<file path="config.mk">
export PLATFORM = sky130hd
export DESIGN_NAME = rmst_ctrl
export DESIGN_NICKNAME = d
export VERILOG_FILES = /design/src/rtl/rmst_pkg.sv /design/src/rtl/rmst_ctrl.sv
export SDC_FILE = /design/constraint.sdc
export NUM_CORES = 1
export LEC_CHECK = 0
export BUFFER_PORTS_ARGS = -buffer_cell sky130_fd_sc_hd__buf_2
export CELL_PAD_IN_SITES_DETAIL_PLACEMENT = 1
export CELL_PAD_IN_SITES_GLOBAL_PLACEMENT = 1
export CORE_UTILIZATION = 35
export CTS_BUF_LIST = sky130_fd_sc_hd__clkbuf_8
export DETAILED_ROUTE_END_ITERATION = 8
export PLACE_DENSITY_LB_ADDON = 0.1
export SYNTH_ARGS = -nofsm -noshare
export SYNTH_HDL_FRONTEND = slang
export SYNTH_SLANG_ARGS = --single-unit
</file>
<file path="constraint.sdc">
create_clock -name clk_i -period 11.7 [get_ports clk_i]
set_input_delay 1.755 -clock clk_i [delete_from_list [all_inputs] [get_ports clk_i]]
set_output_delay 1.755 -clock clk_i [all_outputs]
set_load 0.1 [all_outputs]
</file>
<file path="src/rtl/rmst_pkg.sv">
// Shared types and constants for the range maximum segment tree.
package rmst_pkg;

  // Tree geometry: leaves sit at node MaxEntries + index
  localparam int unsigned IdxW       = 10;
  localparam int unsigned MaxEntries = 1 << IdxW;
  localparam int unsigned NodeAw     = IdxW + 1;
  localparam int unsigned NodeDepth  = 1 << NodeAw;
  localparam int unsigned SizeW      = IdxW + 1;
  localparam int unsigned BoundW     = NodeAw + 1;
  localparam int unsigned DataW      = 32;

  // Stored keys have the sign bit inverted so that an unsigned compare orders them
  localparam logic [DataW-1:0] SignFlip = {1'b1, {(DataW-1){1'b0}}};
  localparam logic [DataW-1:0] KeyMin   = '0;
  localparam logic [SizeW-1:0] UsedSizeReset = SizeW'(MaxEntries);

  // Operation codes
  localparam logic OpWrite = 1'b0;
  localparam logic OpQuery = 1'b1;

  typedef enum logic [1:0] {
    StatOk       = 2'd0,
    StatBadRange = 2'd1,
    StatBadIndex = 2'd2
  } status_e;

  typedef enum logic [2:0] {
    StClear,
    StIdle,
    StLeaf,
    StUpd,
    StQry,
    StDone
  } state_e;

  // Node memory access for one cycle
  typedef struct packed {
    logic              we;
    logic [NodeAw-1:0] waddr;
    logic [DataW-1:0]  wdata;
    logic [NodeAw-1:0] raddr0;
    logic [NodeAw-1:0] raddr1;
  } ram_req_t;

  // Finished result handed to the output register
  typedef struct packed {
    logic [DataW-1:0] max_value;
    status_e          status;
  } result_t;

endpackage

</file>
<file path="src/rtl/rmst_ctrl.sv">
// Sequencer: clearing sweep, leaf-to-root update and bottom-up range query.
module rmst_ctrl (
  input  logic                         clk_i,
  input  logic                         rst_ni,
  input  logic                         in_valid_i,
  output logic                         in_ready_o,
  input  logic                         operation_i,
  input  logic [rmst_pkg::IdxW-1:0]    position_i,
  input  logic [rmst_pkg::IdxW-1:0]    last_position_i,
  input  logic signed [rmst_pkg::DataW-1:0] value_i,
  input  logic [rmst_pkg::SizeW-1:0]   used_size_i,
  input  logic                         out_free_i,
  output logic                         res_load_o,
  output rmst_pkg::result_t            result_o,
  output rmst_pkg::ram_req_t           ram_req_o,
  input  logic [rmst_pkg::DataW-1:0]   rdata0_i,
  input  logic [rmst_pkg::DataW-1:0]   rdata1_i
);

  rmst_pkg::state_e                state_q, state_d;
  logic [rmst_pkg::NodeAw-1:0]     clr_q, clr_d;
  logic [rmst_pkg::NodeAw-1:0]     cur_q, cur_d;
  logic [rmst_pkg::DataW-1:0]      val_q, val_d;
  logic [rmst_pkg::BoundW-1:0]     lo_q, lo_d;
  logic [rmst_pkg::BoundW-1:0]     hi_q, hi_d;
  logic                            f0_q, f0_d;
  logic                            f1_q, f1_d;
  logic [rmst_pkg::DataW-1:0]      best0_q, best0_d;
  logic [rmst_pkg::DataW-1:0]      best1_q, best1_d;
  logic                            is_query_q, is_query_d;
  rmst_pkg::status_e               status_q, status_d;

  logic [rmst_pkg::SizeW-1:0]      eff_size;
  logic [rmst_pkg::SizeW-1:0]      pos_ext;
  logic [rmst_pkg::SizeW-1:0]      last_ext;
  logic [rmst_pkg::NodeAw-1:0]     parent;
  logic [rmst_pkg::DataW-1:0]      up_max;
  logic [rmst_pkg::DataW-1:0]      best_all;

  // Clamp the configured size to the tree capacity
  assign eff_size = (used_size_i > rmst_pkg::SizeW'(rmst_pkg::MaxEntries))
                    ? rmst_pkg::SizeW'(rmst_pkg::MaxEntries) : used_size_i;
  assign pos_ext  = {1'b0, position_i};
  assign last_ext = {1'b0, last_position_i};

  assign parent   = cur_q >> 1;
  assign up_max   = (rdata0_i > val_q) ? rdata0_i : val_q;
  assign best_all = (best1_q > best0_q) ? best1_q : best0_q;

  assign in_ready_o          = (state_q == rmst_pkg::StIdle);
  assign result_o.max_value  = is_query_q ? (best_all ^ rmst_pkg::SignFlip) : '0;
  assign result_o.status     = status_q;

  // Next state, memory requests and datapath
  always_comb begin
    state_d    = state_q;
    clr_d      = clr_q;
    cur_d      = cur_q;
    val_d      = val_q;
    lo_d       = lo_q;
    hi_d       = hi_q;
    f0_d       = f0_q;
    f1_d       = f1_q;
    best0_d    = best0_q;
    best1_d    = best1_q;
    is_query_d = is_query_q;
    status_d   = status_q;
    res_load_o = 1'b0;
    ram_req_o  = '0;

    unique case (state_q)
      // Sweep every node to the minimum key
      rmst_pkg::StClear: begin
        ram_req_o.we    = 1'b1;
        ram_req_o.waddr = clr_q;
        ram_req_o.wdata = rmst_pkg::KeyMin;
        clr_d           = clr_q + 1'b1;
        if (clr_q == {rmst_pkg::NodeAw{1'b1}}) begin
          state_d = rmst_pkg::StIdle;
        end
      end

      // Take a request and check its bounds
      rmst_pkg::StIdle: begin
        if (in_valid_i) begin
          is_query_d = 1'b0;
          status_d   = rmst_pkg::StatOk;
          state_d    = rmst_pkg::StDone;
          if (operation_i == rmst_pkg::OpWrite) begin
            if (pos_ext < eff_size) begin
              cur_d   = {1'b1, position_i};
              val_d   = $unsigned(value_i) ^ rmst_pkg::SignFlip;
              state_d = rmst_pkg::StLeaf;
            end else begin
              status_d = rmst_pkg::StatBadIndex;
            end
          end else begin
            if ((pos_ext <= last_ext) && (last_ext < eff_size)) begin
              is_query_d = 1'b1;
              lo_d       = {2'b01, position_i};
              hi_d       = {2'b01, last_position_i} + 1'b1;
              f0_d       = 1'b0;
              f1_d       = 1'b0;
              best0_d    = rmst_pkg::KeyMin;
              best1_d    = rmst_pkg::KeyMin;
              state_d    = rmst_pkg::StQry;
            end else begin
              status_d = rmst_pkg::StatBadRange;
            end
          end
        end
      end

      // Write the leaf and fetch its sibling
      rmst_pkg::StLeaf: begin
        ram_req_o.we     = 1'b1;
        ram_req_o.waddr  = cur_q;
        ram_req_o.wdata  = val_q;
        ram_req_o.raddr0 = cur_q ^ rmst_pkg::NodeAw'(1);
        state_d          = rmst_pkg::StUpd;
      end

      // Write one ancestor a cycle and fetch the next sibling
      rmst_pkg::StUpd: begin
        ram_req_o.we     = 1'b1;
        ram_req_o.waddr  = parent;
        ram_req_o.wdata  = up_max;
        ram_req_o.raddr0 = parent ^ rmst_pkg::NodeAw'(1);
        cur_d            = parent;
        val_d            = up_max;
        if (parent == rmst_pkg::NodeAw'(1)) begin
          state_d = rmst_pkg::StDone;
        end
      end

      // Fold last cycle's reads, then issue the next level's border nodes
      rmst_pkg::StQry: begin
        if (f0_q && (rdata0_i > best0_q)) begin
          best0_d = rdata0_i;
        end
        if (f1_q && (rdata1_i > best1_q)) begin
          best1_d = rdata1_i;
        end
        if (lo_q < hi_q) begin
          ram_req_o.raddr0 = lo_q[rmst_pkg::NodeAw-1:0];
          ram_req_o.raddr1 = hi_q[rmst_pkg::NodeAw-1:0] - 1'b1;
          f0_d             = lo_q[0];
          f1_d             = hi_q[0];
          lo_d             = (lo_q + 1'b1) >> 1;
          hi_d             = hi_q >> 1;
        end else begin
          f0_d    = 1'b0;
          f1_d    = 1'b0;
          state_d = rmst_pkg::StDone;
        end
      end

      // Hand the result over once the output register is free
      rmst_pkg::StDone: begin
        if (out_free_i) begin
          res_load_o = 1'b1;
          state_d    = rmst_pkg::StIdle;
        end
      end

      default: begin
        state_d = rmst_pkg::StIdle;
      end
    endcase
  end

  // Control state
  always_ff @(posedge clk_i or negedge rst_ni) begin
    if (!rst_ni) begin
      state_q <= rmst_pkg::StClear;
      clr_q   <= '0;
      f0_q    <= 1'b0;
      f1_q    <= 1'b0;
    end else begin
      state_q <= state_d;
      clr_q   <= clr_d;
      f0_q    <= f0_d;
      f1_q    <= f1_d;
    end
  end

  // Datapath
  always_ff @(posedge clk_i) begin
    cur_q      <= cur_d;
    val_q      <= val_d;
    lo_q       <= lo_d;
    hi_q       <= hi_d;
    best0_q    <= best0_d;
    best1_q    <= best1_d;
    is_query_q <= is_query_d;
    status_q   <= status_d;
  end

endmodule

</file>
; ---- Yosys cells after proc, flatten, opt, wreduce, memory -nomap -nowiden
; Index checks and enable logic that the tools add are counted.
[word_totals]
ff_bits = 150
in_bits = 132
out_inout_bits = 102
word_cells = 116
[op_classes]
n_addsub = 4
order_cmp = 9
eq_ne = 19
n_mux = 55
n_bitwise = 4
reduce_logical = 13
[ops]
columns = operator, count
row1 = 32-bit two-way mux, 11
row2 = 32-bit one-hot mux with 2 select lines, 3
row3 = 44-bit one-hot mux with 3 select lines, 1
row4 = 32-bit > comparator, 4
row5 = 12-bit two-way mux, 8
row6 = 11-bit two-way mux, 5
row7 = 12-bit one-hot mux with 2 select lines, 2
row8 = 11-bit one-hot mux with 3 select lines, 1
row9 = 10-bit by 11-bit less-than comparator with 1-bit output, 2
row10 = 22-bit two-way mux, 1
row11 = 11-bit one-hot mux with 2 select lines, 1
row12 = 3-bit two-way mux, 7
row13 = 5-bit AND reduction, 4
row14 = "2-bit inequality test, second input constant", 9
row15 = 3-bit one-hot mux with 6 select lines, 1
row16 = "11-bit by 1-bit adder with 12-bit output, second input constant", 1
row17 = "12-bit by 1-bit adder with 12-bit output, second input constant", 1
row18 = 12-bit less-than comparator, 1
row19 = "11-bit by 1-bit adder with 11-bit output, second input constant", 1
row20 = "11-bit == test, second input constant", 1
row21 = "11-bit > comparator, second input constant", 1
row22 = "11-bit by 1-bit subtractor with 11-bit output, second input constant", 1
row23 = "10-bit by 1-bit == test with 1-bit output, second input constant", 1
row24 = 10-bit less-or-equal comparator, 1
row25 = other kinds (13), 35

; ---- Longest topological paths before layout
; Gate-level depths: netlist (run 1).
[depth]
word_depth = 8
mapped_depth = 10
depth_no_buf = 9

; ---- Worst setup path before layout (run 1)
; No wires, ideal clock.
[synth_path]
kind = input to register
start = in used_size_i[10] in the netlist's numbering
end = reg cur_q[0] in the netlist's numbering, enable pin
setup_ns = 0.562
arrival_time_ns = 7.430
required_ns = 11.138
path_slack_ns = 3.707
cell_stages = 9
path_buffers = 1
cell_sequence = clkbuf_1 > nand2b_1 > ha_1 > a21oi_1 > nor2_1 > a211oi_1 > o21ai_0 > o2bb2ai_1 > o41ai_1
[synth_between]
elab_chain_cells = 5
[synth_rtl]
columns = element, line_no
row1 = from (decl), rmst_ctrl.sv:11  ; input logic [rmst_pkg::SizeW-1:0] used_size_i,
row2 = 11-bit > comparator, rmst_ctrl.sv:41  ; assign eff_size = (used_size_i > rmst_pkg::SizeW'(rmst_pkg::MaxEntries))
row3 = 11-bit two-way mux (*), rmst_ctrl.sv:42  ; ? rmst_pkg::SizeW'(rmst_pkg::MaxEntries) : used_size_i;
row4 = 10-bit by 11-bit less-than comparator with 1-bit output (*), rmst_ctrl.sv:90  ; if (pos_ext < eff_size) begin
row5 = 2-bit by 1-bit inequality test with 1-bit output (no line) (*), -
row6 = 4-bit AND reduction (no line) (*), -
row7 = to (signal assigned), rmst_ctrl.sv:189  ; cur_q <= cur_d;
row8 = to (decl), rmst_ctrl.sv:22  ; logic [rmst_pkg::NodeAw-1:0] cur_q, cur_d;
; Every way passes the cells marked *; elsewhere a longest branch is shown, timed or not.
; A chain may end at the register's enable or synchronous reset.

==> flow_summary_export.csv, run 1 <==
group,metric,value,unit
synth,synth_area_leaders,"edfxtp_1 (33%), ha_1 (18%), and3_1 (5.2%), inv_1 (4.2%), nand2_1 (4.1%)",
route,drc,0,
sta,max_slew_margin,0.2855,
synth,synth_ff_type,"edfxtp_1",
setup_path,rr_endpoint,"lo_q[7]",
setup_path,cp-end-kind,"primary output",
final_layout,area_delta_synth_final,16.38,%
route,wl_per_cell,20.85,µm
global_routing,grt_max_degree,83,
route,route.met2.wl,20920,µm
floorplanning,die_h,188.0,µm
place,gp_congestion,0.8293,
power,power_frac_seq,0.285,
synth,syn_nets,1597,
setup_path,cpPeakStageDelay,0.71,ns
setup_path,cp_slowest_cell,"a22oi_4",
setup_path,worstSetupEndpoint,"ram_req_o[36]",
route,ant_nets,0,
clock_tree,numCtsBuffers,17,
sta,fmax,143.5,MHz
global_routing,antenna_found_initial,1,
route,drt-initial-drc-count,668,
global_routing,grt_overflow,0,
power,peakVddDrop,0.2524,mV
clock_tree,ctsHoldBuffers,0,
route,viasPerCell,5.537,
min_path,holdPathStages,1,
global_routing,gr-usage-all-layers,0.2319,
synth,synth-simple-area-share,0.1856,
clock_tree,clock_sinks,149,
synth,ys_seq_elements,149,
route,wl_met1,17420,µm
clock_tree,clk_pin_slew_worst_paths,0.08,ns
clock_tree,clk_latency,0.48,ns
route,first_pass_iters,6,
place,dpl.hpwl,31610,µm
route,wl,40780,µm
synth,postSynth.asyncResetShare,0.1074,
setup_path,crit_chain,"buf_2 -> ha_1 -> nor2b_1 -> o211ai_2 -> a2111oi_0 -> or4b_4 -> a22oi_4 -> a21o_2 -> a22o_1 -> buf_2",
sta,worst_pin_slew,1.069,ns
clock_tree,clock_path_buffers,2,
setup_path,crit_family,"compound AO/OA/AOI/OAI gates",
sta,tns,0,ns
power,power_frac_comb,0.559,
sta,hold_viol_final,0,
synth,synthCells,1295,
sta,rsz0062_at_grt,"false",
clock_tree,cts_tree,"built",
status,status,"finished, final reports clean",
floorplanning,boundaryPins,234,
place,port_buffers,233,
final_layout,nets,1796,
synth,muxShareOfSynthArea,0.01023,
synth,synth.avg_cell_area,9.349,µm²
floorplanning,design.core.area,33780,µm²
synth,synth_top_family_by_area,"simple AND/OR/NAND/NOR gates",
place,placed_area,13640,µm²
clock_tree,cts_root_buf,"clkbuf_8",
sta,period_share,0.5956,
setup_path,r2r_slack,8.01,ns
floorplanning,die_x,188.0,µm
route,vias,10830,
route,top_layer,"met5",
clock_tree,htreeDepth,4,
floorplanning,die-area,35340,µm²
min_path,hp-class,"flip-flop to flip-flop",
synth,synth_edf_count,133,
final_layout,instances_no_fill,1956,
clock_tree,post_cts_buffers,0,
synth,synth_area,12110,µm²
synth,yosysUniqueCellTypes,63,
sta,drv_slew,0,
synth,synthAdderAreaFrac,0.1757,
power,intPower,1.372,mW
synth,netlist.area_leader.share,0.3299,
setup_path,critPathArrivalTime,5.21,ns
place,dp_cells,1923,
setup_path,start_kind,"input pin",
clock_tree,cts_resized,0,
power,p_switching,1.655,mW
global_routing,grt_pass1_wl,63380,µm
final_layout,drive_gt1_frac,0.1991,
setup_path,worstSetupStartpoint,"rdata0_i[1]",
setup_path,criticalPathCategory,"input pin to primary output",
power,pwr-share-clk,0.156,
sta,fin_skew,0.01616,ns
synth,synth_top_cell_by_area,"edfxtp_1",
synth,ys_seq_area_frac,0.3630,
setup_path,r2r.worst_path.cells,5,
power,totalPowerFinal,3.027,mW
run,maxCapViolations,0,
final_layout,stdcell_area,14090,µm²
setup_path,cp.depth,10,
setup_path,r2r_start,"state_q[1]",
setup_path,crit_top_cell,"buf_2",
power,leakage,6.975,nW
synth,synth_compound_area_frac,0.1741,
setup_path,critPathMaxFanout,35,
floorplanning,fp-row-count,67,
setup_path,required,9.95,ns
power,power_switching_share,0.5467,
sta,setup_viol,0,
route,met3WireLength,1409,µm
sta,fin_crit,6.969,ns
power,power_density,214.9,nW/µm²
synth,yosys_warnings,0,
floorplanning,initial_core_util,0.3584,
synth,synth_xor_area_frac,0.02460,
global_routing,grt_pass1_vias,11010,
setup_path,timing.critical_path.buf_inv,2,
## power by group through the flow
stage                     clock (mW)  sequential (mW)  combinational (mW)
after floorplan                    0            0.822                1.36
after CTS                      0.483            0.861                1.70
after detailed placement           0            0.870                1.70
after global routing           0.498            0.876                1.81
after global placement             0            0.873                1.67
final                          0.472            0.862                1.69
## registers in the layout, indices dropped and copies added (netlist names), 2 cells and up
| register | flops |
|---|---|
| best0_q | 32 |
| best1_q | 32 |
| val_q | 32 |
| hi_q | 12 |
| clr_q | 11 |
| cur_q | 11 |
| lo_q | 11 |
| state_q | 3 |
| status_q | 2 |
## cells in the mapped netlist (3+ instances only)
master,number
nand2_1,131
a21oi_1,50
xor2_1,9
nor2b_1,6
edfxtp_1,133
a211oi_1,6
a2111oi_0,3
buf_4,6
nand2b_1,17
inv_1,135
buf_6,3
and4_1,7
clkbuf_2,4
buf_2,9
clkbuf_1,42
a222oi_1,9
o31ai_1,3
nor3_1,13
nand4_1,26
o21ai_0,76
ha_1,170
and2_1,4
and3_1,100
dfrtp_1,16
a22oi_1,11
nor4_1,10
a22o_1,34
mux2_2,11
a21o_1,36
a31oi_1,4
a221o_1,34
nor2_1,56
a221oi_1,6
nand3_1,53
xnor2_1,25
or3_1,3
## routing by layer
layer	up-vias	GRT usage
met5	-	0
li1	5195	-
met2	255	0.4168
met1	5323	0.2839
met4	2	0.07630
met3	55	0.02995
## worst register-to-register path: stages (launching register included)
cell and delay [ns]:
dfrtp_1 0.62, nor2_4 0.19, and2_1 0.65, o21ai_0 0.30, or3b_1 0.66, nand2_1 0.88
## metrics by stage
stage	setup slack, ns	hold slack [ns]	util
global route	4.440	0.5185	0.4170
finish	4.731	0.5138	0.4171
CTS	4.716	0.5112	0.4170
detailed placement	4.715	0.4927	0.4039
global placement	4.778	0.4932	0.4039
floorplan	3.707	0.4638	-
## area by class of cell
| type | instances | area (µm²) |
|---|---|---|
| Antenna cell | 1 | 2.502 |
| Clock buffer | 17 | 234.0 |
| Clock inverter | 15 | 209.0 |
| Fill cell | 3970 | 19690 |
| Inverter | 135 | 506.7 |
| Multi-Input combinational cell | 947 | 6933 |
| Sequential cell | 149 | 4395 |
| Tap cell | 448 | 560.5 |
| Timing Repair Buffer | 244 | 1249 |
## worst min-delay path by stage
stage	to	start	slack (ns)
floorplan	clr_q[10]	clr_q[10]	0.46
global placement	clr_q[9]	clr_q[9]	0.49
detailed placement	clr_q[9]	clr_q[9]	0.49
CTS	clr_q[9]	clr_q[9]	0.51
global route	clr_q[9]	clr_q[9]	0.52
finish	clr_q[9]	clr_q[9]	0.51
## layout by cell type, fill, tap and decap left out, types with 17 or more instances in the layout
master | Yosys | routed
clkbuf_8 | 0 | 17
a21oi_1 | 50 | 50
edfxtp_1 | 133 | 133
nand4_1 | 26 | 26
ha_1 | 170 | 170
inv_1 | 135 | 136
buf_2 | 9 | 233
and3_1 | 100 | 100
a22o_1 | 34 | 34
nor2_1 | 56 | 55
xnor2_1 | 25 | 25
nand3_1 | 53 | 53
a21o_1 | 36 | 36
a221o_1 | 34 | 34
nand2b_1 | 17 | 17
o21ai_0 | 76 | 74
nand2_1 | 131 | 131
## logic make-up (layout without fill, tap and decap cells)
logic type | count (synthesis) | count (layout)
XOR/XNOR | 34 | 34
buffers and inverters | 199 | 411
AO/OA/AOI/OAI | 294 | 294
AND/OR/NAND/NOR | 438 | 438
multiplexers | 11 | 11
other | 0 | 1
flip-flops | 149 | 149
adder cells (fa/ha/maj) | 170 | 170
Power figures use the tool's default switching activity.
==> inputs of run 2 (changes only) <==
clock period = 6 ns   (was 11.7 ns; I/O delays follow)
==> flow_summary_export.csv, run 2 (synthesis gave the netlist of run 1 again) <==
group,metric,value,unit
sta,max_slew_margin,0.2784,
floorplanning,design.core.area,33780,µm²
power,totalPowerFinal,6.055,mW
route,ant_nets,0,
setup_path,crit_family,"compound AO/OA/AOI/OAI gates",
sta,period_share,0.8528,
route,wl,41250,µm
sta,fin_crit,5.117,ns
route,drt-initial-drc-count,474,
global_routing,gr-usage-all-layers,0.2337,
setup_path,critPathArrivalTime,4.22,ns
sta,worst_pin_slew,1.080,ns
global_routing,grt_max_degree,82,
clock_tree,cts_resized,0,
clock_tree,clock_path_buffers,2,
sta,tns,0,ns
final_layout,instances_no_fill,1958,
clock_tree,htreeDepth,4,
clock_tree,numCtsBuffers,17,
setup_path,criticalPathCategory,"flip-flop to primary output",
final_layout,area_delta_synth_final,20.19,%
sta,fin_skew,0.01381,ns
route,vias,10790,
clock_tree,clk_pin_slew_worst_paths,0.08,ns
sta,fmax,195.4,MHz
global_routing,antenna_found_initial,2,
clock_tree,cts_tree,"built",
final_layout,top_regs,"best0_q: 32 flops, best1_q: 32 flops, val_q: 32 flops",
floorplanning,die_x,188.0,µm
final_layout,drive_gt1_frac,0.1988,
final_layout,nets,1798,
setup_path,cpPeakStageDelay,0.67,ns
setup_path,critPathMaxFanout,34,
route,first_pass_iters,6,
min_path,hp-class,"input pin to asynchronous set/reset pin",
power,leakage,7.047,nW
route,wl_per_cell,21.07,µm
final_layout,fillCellCount,3918,
run,maxCapViolations,0,
setup_path,timing.critical_path.buf_inv,3,
final_layout,final_common_cell,"buf_2",
clock_tree,ctsHoldBuffers,0,
sta,rsz0062_at_grt,"false",
clock_tree,post_cts_buffers,0,
final_layout,final_cell_mix,"buf_2 (201), ha_1 (170), inv_1 (136)",
floorplanning,die-area,35340,µm²
place,port_buffers,233,
sta,setup_viol,0,
clock_tree,clock_sinks,149,
global_routing,grt_pass1_wl,64050,µm
floorplanning,die_h,188.0,µm
route,viasPerCell,5.510,
setup_path,required,5.10,ns
place,dp_cells,1925,
global_routing,grt_pass1_vias,11340,
power,power_density,416.1,nW/µm²
floorplanning,initial_core_util,0.3584,
place,gp_congestion,0.8205,
setup_path,start_kind,"flip-flop",
clock_tree,clk_latency,0.48,ns
place,dpl.hpwl,32020,µm
route,drc,0,
global_routing,grt_overflow,0,
floorplanning,boundaryPins,234,
sta,drv_slew,0,
setup_path,cp_slowest_cell,"o211ai_4",
sta,hold_ws,0.3271,ns
power,peakVddDrop,0.5619,mV
status,status,"finished, final reports clean",
setup_path,crit_chain,"inv_1 -> ha_1 -> a21o_1 -> a21o_1 -> a221oi_1 -> o21ai_0 -> o211ai_4 -> buf_4 -> nand3_1 -> o21ai_0 -> buf_2",
sta,hold_viol_final,0,
setup_path,cp-end-kind,"primary output",
floorplanning,fp-row-count,67,
clock_tree,cts_root_buf,"clkbuf_8",
run 2: cell count changes in the layout (fill, tap and decap cells not counted):
cell        previous run  this run
buf_12                 0        32
clkinvlp_4             0         3
o41ai_2                1         0
buf_2                233       201
o41ai_4                0         1
clkinv_1               1         3
bufinv_16              5         3
buf_4                 11        13
clkinv_2               5         2
run 2: layout make-up:
class / count / area [µm²] / area share
diodes: 1 / 2.502 / 0.0001720
clock buffers: 17 / 234.0 / 0.01608
clock inverters: 15 / 163.9 / 0.01126
inverters: 135 / 506.7 / 0.03482
multi-input cells: 947 / 6944 / 0.4772
flip-flops and latches: 149 / 4395 / 0.3021
well taps: 448 / 560.5 / 0.03852
repair buffers: 246 / 1744 / 0.1199
run 2: per-layer routing:
metal  global-route usage  vias up  wire (µm)
met3              0.02508       53       1195
li1                     -     5196          -
met4              0.07380        2        988
met5                    0        -         17
met2               0.4293      227      21390
met1               0.2828     5311      17660
run 2: final timing paths:
path | start | endpoint | slack (ns) | depth (start not counted)
worst max-delay path | best0_q[13] | result_o[9] | 0.88 | 11
worst min-delay path | rst_ni | clr_q[1] | 0.33 | 1
worst max register to register | best0_q[31] | best0_q[13] | 2.70 | 9
worst min register to register | clr_q[9] | clr_q[9] | 0.51 | 1
max in group asynchronous | rst_ni | state_q[2] | 5.38 | 1
min in group clk_i | clr_q[9] | clr_q[9] | 0.51 | 1
run 2: metrics by stage:
| step | area [µm²] | worst slack, ns | utilization |
|---|---|---|---|
| 6_report | 14550 | 0.8831 | 0.4307 |
| 4_1_cts | 14550 | 0.8690 | 0.4307 |
| 2_1_floorplan | 12110 | 0.9133 | - |
| 3_3_place_gp | 14150 | 1.281 | 0.4189 |
| 3_5_place_dp | 14150 | 1.258 | 0.4189 |
| 5_1_grt | 14550 | 0.6086 | 0.4307 |
run 2: where the power goes:
group          leakage (nW)  switching [mW]  total [mW]  internal (mW)
registers              1.43           0.242        1.67           1.43
logic                  5.41            2.60        3.54          0.943
clock network         0.200           0.435       0.842          0.407
total                  7.05            3.28        6.06           2.78
==> inputs of run 3 (changes only) <==
CORE_UTILIZATION = 40   (was 35)
==> flow_summary_export.csv, run 3 (synthesis gave the netlist of run 1 again) <==
group,metric,value,unit
final_layout,drive_gt1_frac,0.1993,
sta,hold_viol_final,0,
clock_tree,clock_path_buffers,2,
clock_tree,post_cts_buffers,0,
setup_path,r2r_slack,2.30,ns
power,leakage,6.987,nW
floorplanning,design.core.area,29720,µm²
place,port_buffers,233,
sta,setup_viol,0,
route,ant_nets,0,
clock_tree,cts_resized,0,
global_routing,grt_pass1_wl,62970,µm
route,drt-initial-drc-count,628,
global_routing,grt_overflow,0,
run,maxCapViolations,0,
route,first_pass_iters,5,
sta,fmax,201.6,MHz
floorplanning,fp-row-count,63,
setup_path,rr_endpoint,"best0_q[17]",
final_layout,nets,1799,
final_layout,instances_no_fill,1901,
setup_path,cp-end-kind,"primary output",
floorplanning,boundaryPins,234,
global_routing,gr-usage-all-layers,0.2651,
setup_path,start_kind,"flip-flop",
clock_tree,clk_pin_slew_worst_paths,0.10,ns
floorplanning,die_x,176.0,µm
clock_tree,clock_sinks,149,
setup_path,required,5.10,ns
setup_path,critPathMaxFanout,38,
setup_path,cp.depth,10,
floorplanning,die-area,30970,µm²
setup_path,r2r.worst_path.cells,9,
global_routing,grt_max_degree,75,
clock_tree,cts_tree,"built",
final_layout,top_regs,"best0_q: 32 flops, best1_q: 32 flops, val_q: 32 flops",
status,status,"finished, final reports clean",
setup_path,timing.critical_path.buf_inv,2,
place,dpl.hpwl,31240,µm
final_layout,final_common_cell,"buf_2",
setup_path,worstSetupStartpoint,"best1_q[25]",
setup_path,r2r_start,"best0_q[31]",
place,placed_area,13620,µm²
setup_path,cp_slowest_cell,"o211ai_4",
sta,drv_slew,0,
setup_path,crit_chain,"ha_1 -> a21o_1 -> a221o_1 -> a221oi_2 -> o31ai_1 -> o211ai_4 -> buf_4 -> nand3_1 -> o21ai_0 -> buf_2",
clock_tree,clk_latency,0.48,ns
global_routing,antenna_found_initial,1,
setup_path,worstSetupEndpoint,"result_o[4]",
setup_path,critPathArrivalTime,4.06,ns
route,viasPerCell,5.752,
place,dp_cells,1868,
sta,period_share,0.8268,
clock_tree,numCtsBuffers,17,
route,wl,40410,µm
sta,worst_pin_slew,1.182,ns
final_layout,final_cell_mix,"buf_2 (233), ha_1 (170), inv_1 (139)",
place,gp_congestion,0.8661,
power,peakVddDrop,0.4968,mV
final_layout,area_delta_synth_final,15.79,%
sta,fin_crit,4.961,ns
sta,rsz0062_at_grt,"false",
sta,max_slew_margin,0.2102,
clock_tree,cts_root_buf,"clkbuf_8",
setup_path,criticalPathCategory,"flip-flop to primary output",
route,drc,0,
route,vias,10930,
route,wl_per_cell,21.26,µm
final_layout,stdcell_area,14020,µm²
power,power_density,417.7,nW/µm²
clock_tree,htreeDepth,4,
clock_tree,ctsHoldBuffers,0,
min_path,hp-class,"input pin to asynchronous set/reset pin",
setup_path,cpPeakStageDelay,0.56,ns
sta,fin_skew,0.02179,ns
global_routing,grt_pass1_vias,11290,
floorplanning,die_h,176.0,µm
sta,tns,0,ns
floorplanning,initial_core_util,0.4074,
setup_path,crit_family,"compound AO/OA/AOI/OAI gates",
==> run 3: layer usage <==
metal / track usage / part of all wire / vias to the layer above
met5: 0 / 0 / -
met4: 0.08370 / 0.027 / 0
met3: 0.03316 / 0.030 / 60
met2: 0.4872 / 0.52 / 263
met1: 0.3191 / 0.42 / 5396
li1: - / - / 5215
==> run 3: where the power goes <==
part / leakage (nW) / internal [mW] / total, mW / switching, mW
Sequential: 1.43 / 1.43 / 1.69 / 0.263
Clock: 0.221 / 0.409 / 0.846 / 0.436
Combinational: 5.33 / 0.767 / 3.32 / 2.55
==> run 3: how the worst min path moves through the flow <==
stage | end | slack (ns) | cells past startpoint
after floorplan | clr_q[10] | 0.46 | 1
after global placement | clr_q[6] | 0.48 | 1
after detailed placement | clr_q[10] | 0.50 | 1
after CTS | clr_q[2] | 0.32 | 1
after global routing | clr_q[5] | 0.32 | 1
final | clr_q[2] | 0.34 | 1
==> run 3: area by class of cell <==
| class | instances | area [µm²] |
|---|---|---|
| fillers | 3514 | 15700 |
| multi-input cells | 947 | 6944 |
| flip-flops and latches | 149 | 4395 |
| repair buffers | 247 | 1284 |
| inverters | 135 | 506.7 |
| well taps | 390 | 488.0 |
| clock buffers | 17 | 234.0 |
| clock inverters | 15 | 163.9 |
| diodes | 1 | 2.502 |
==> run 3: worst reg2reg max path, cell delays in order (launching register included) <==
cell      delay [ns]
edfxtp_1        0.40
inv_1           0.10
ha_1            0.32
nand4_1         0.12
or2_2           0.33
or4_1           0.59
a31oi_1         0.22
nor3_1          0.09
o21ai_2         0.84
buf_4           0.40
==> run 3: stage by stage <==
stage	hold slack [ns]	utilization	setup slack (ns)	power (mW)
global route	0.3212	0.4717	0.7421	6.161
finish	0.3416	0.4717	1.039	5.855
floorplan	0.4638	-	0.9133	4.257
CTS	0.3239	0.4716	0.9693	5.879
detailed placement	0.4983	0.4583	1.101	5.032
global placement	0.4841	0.4583	1.223	4.969
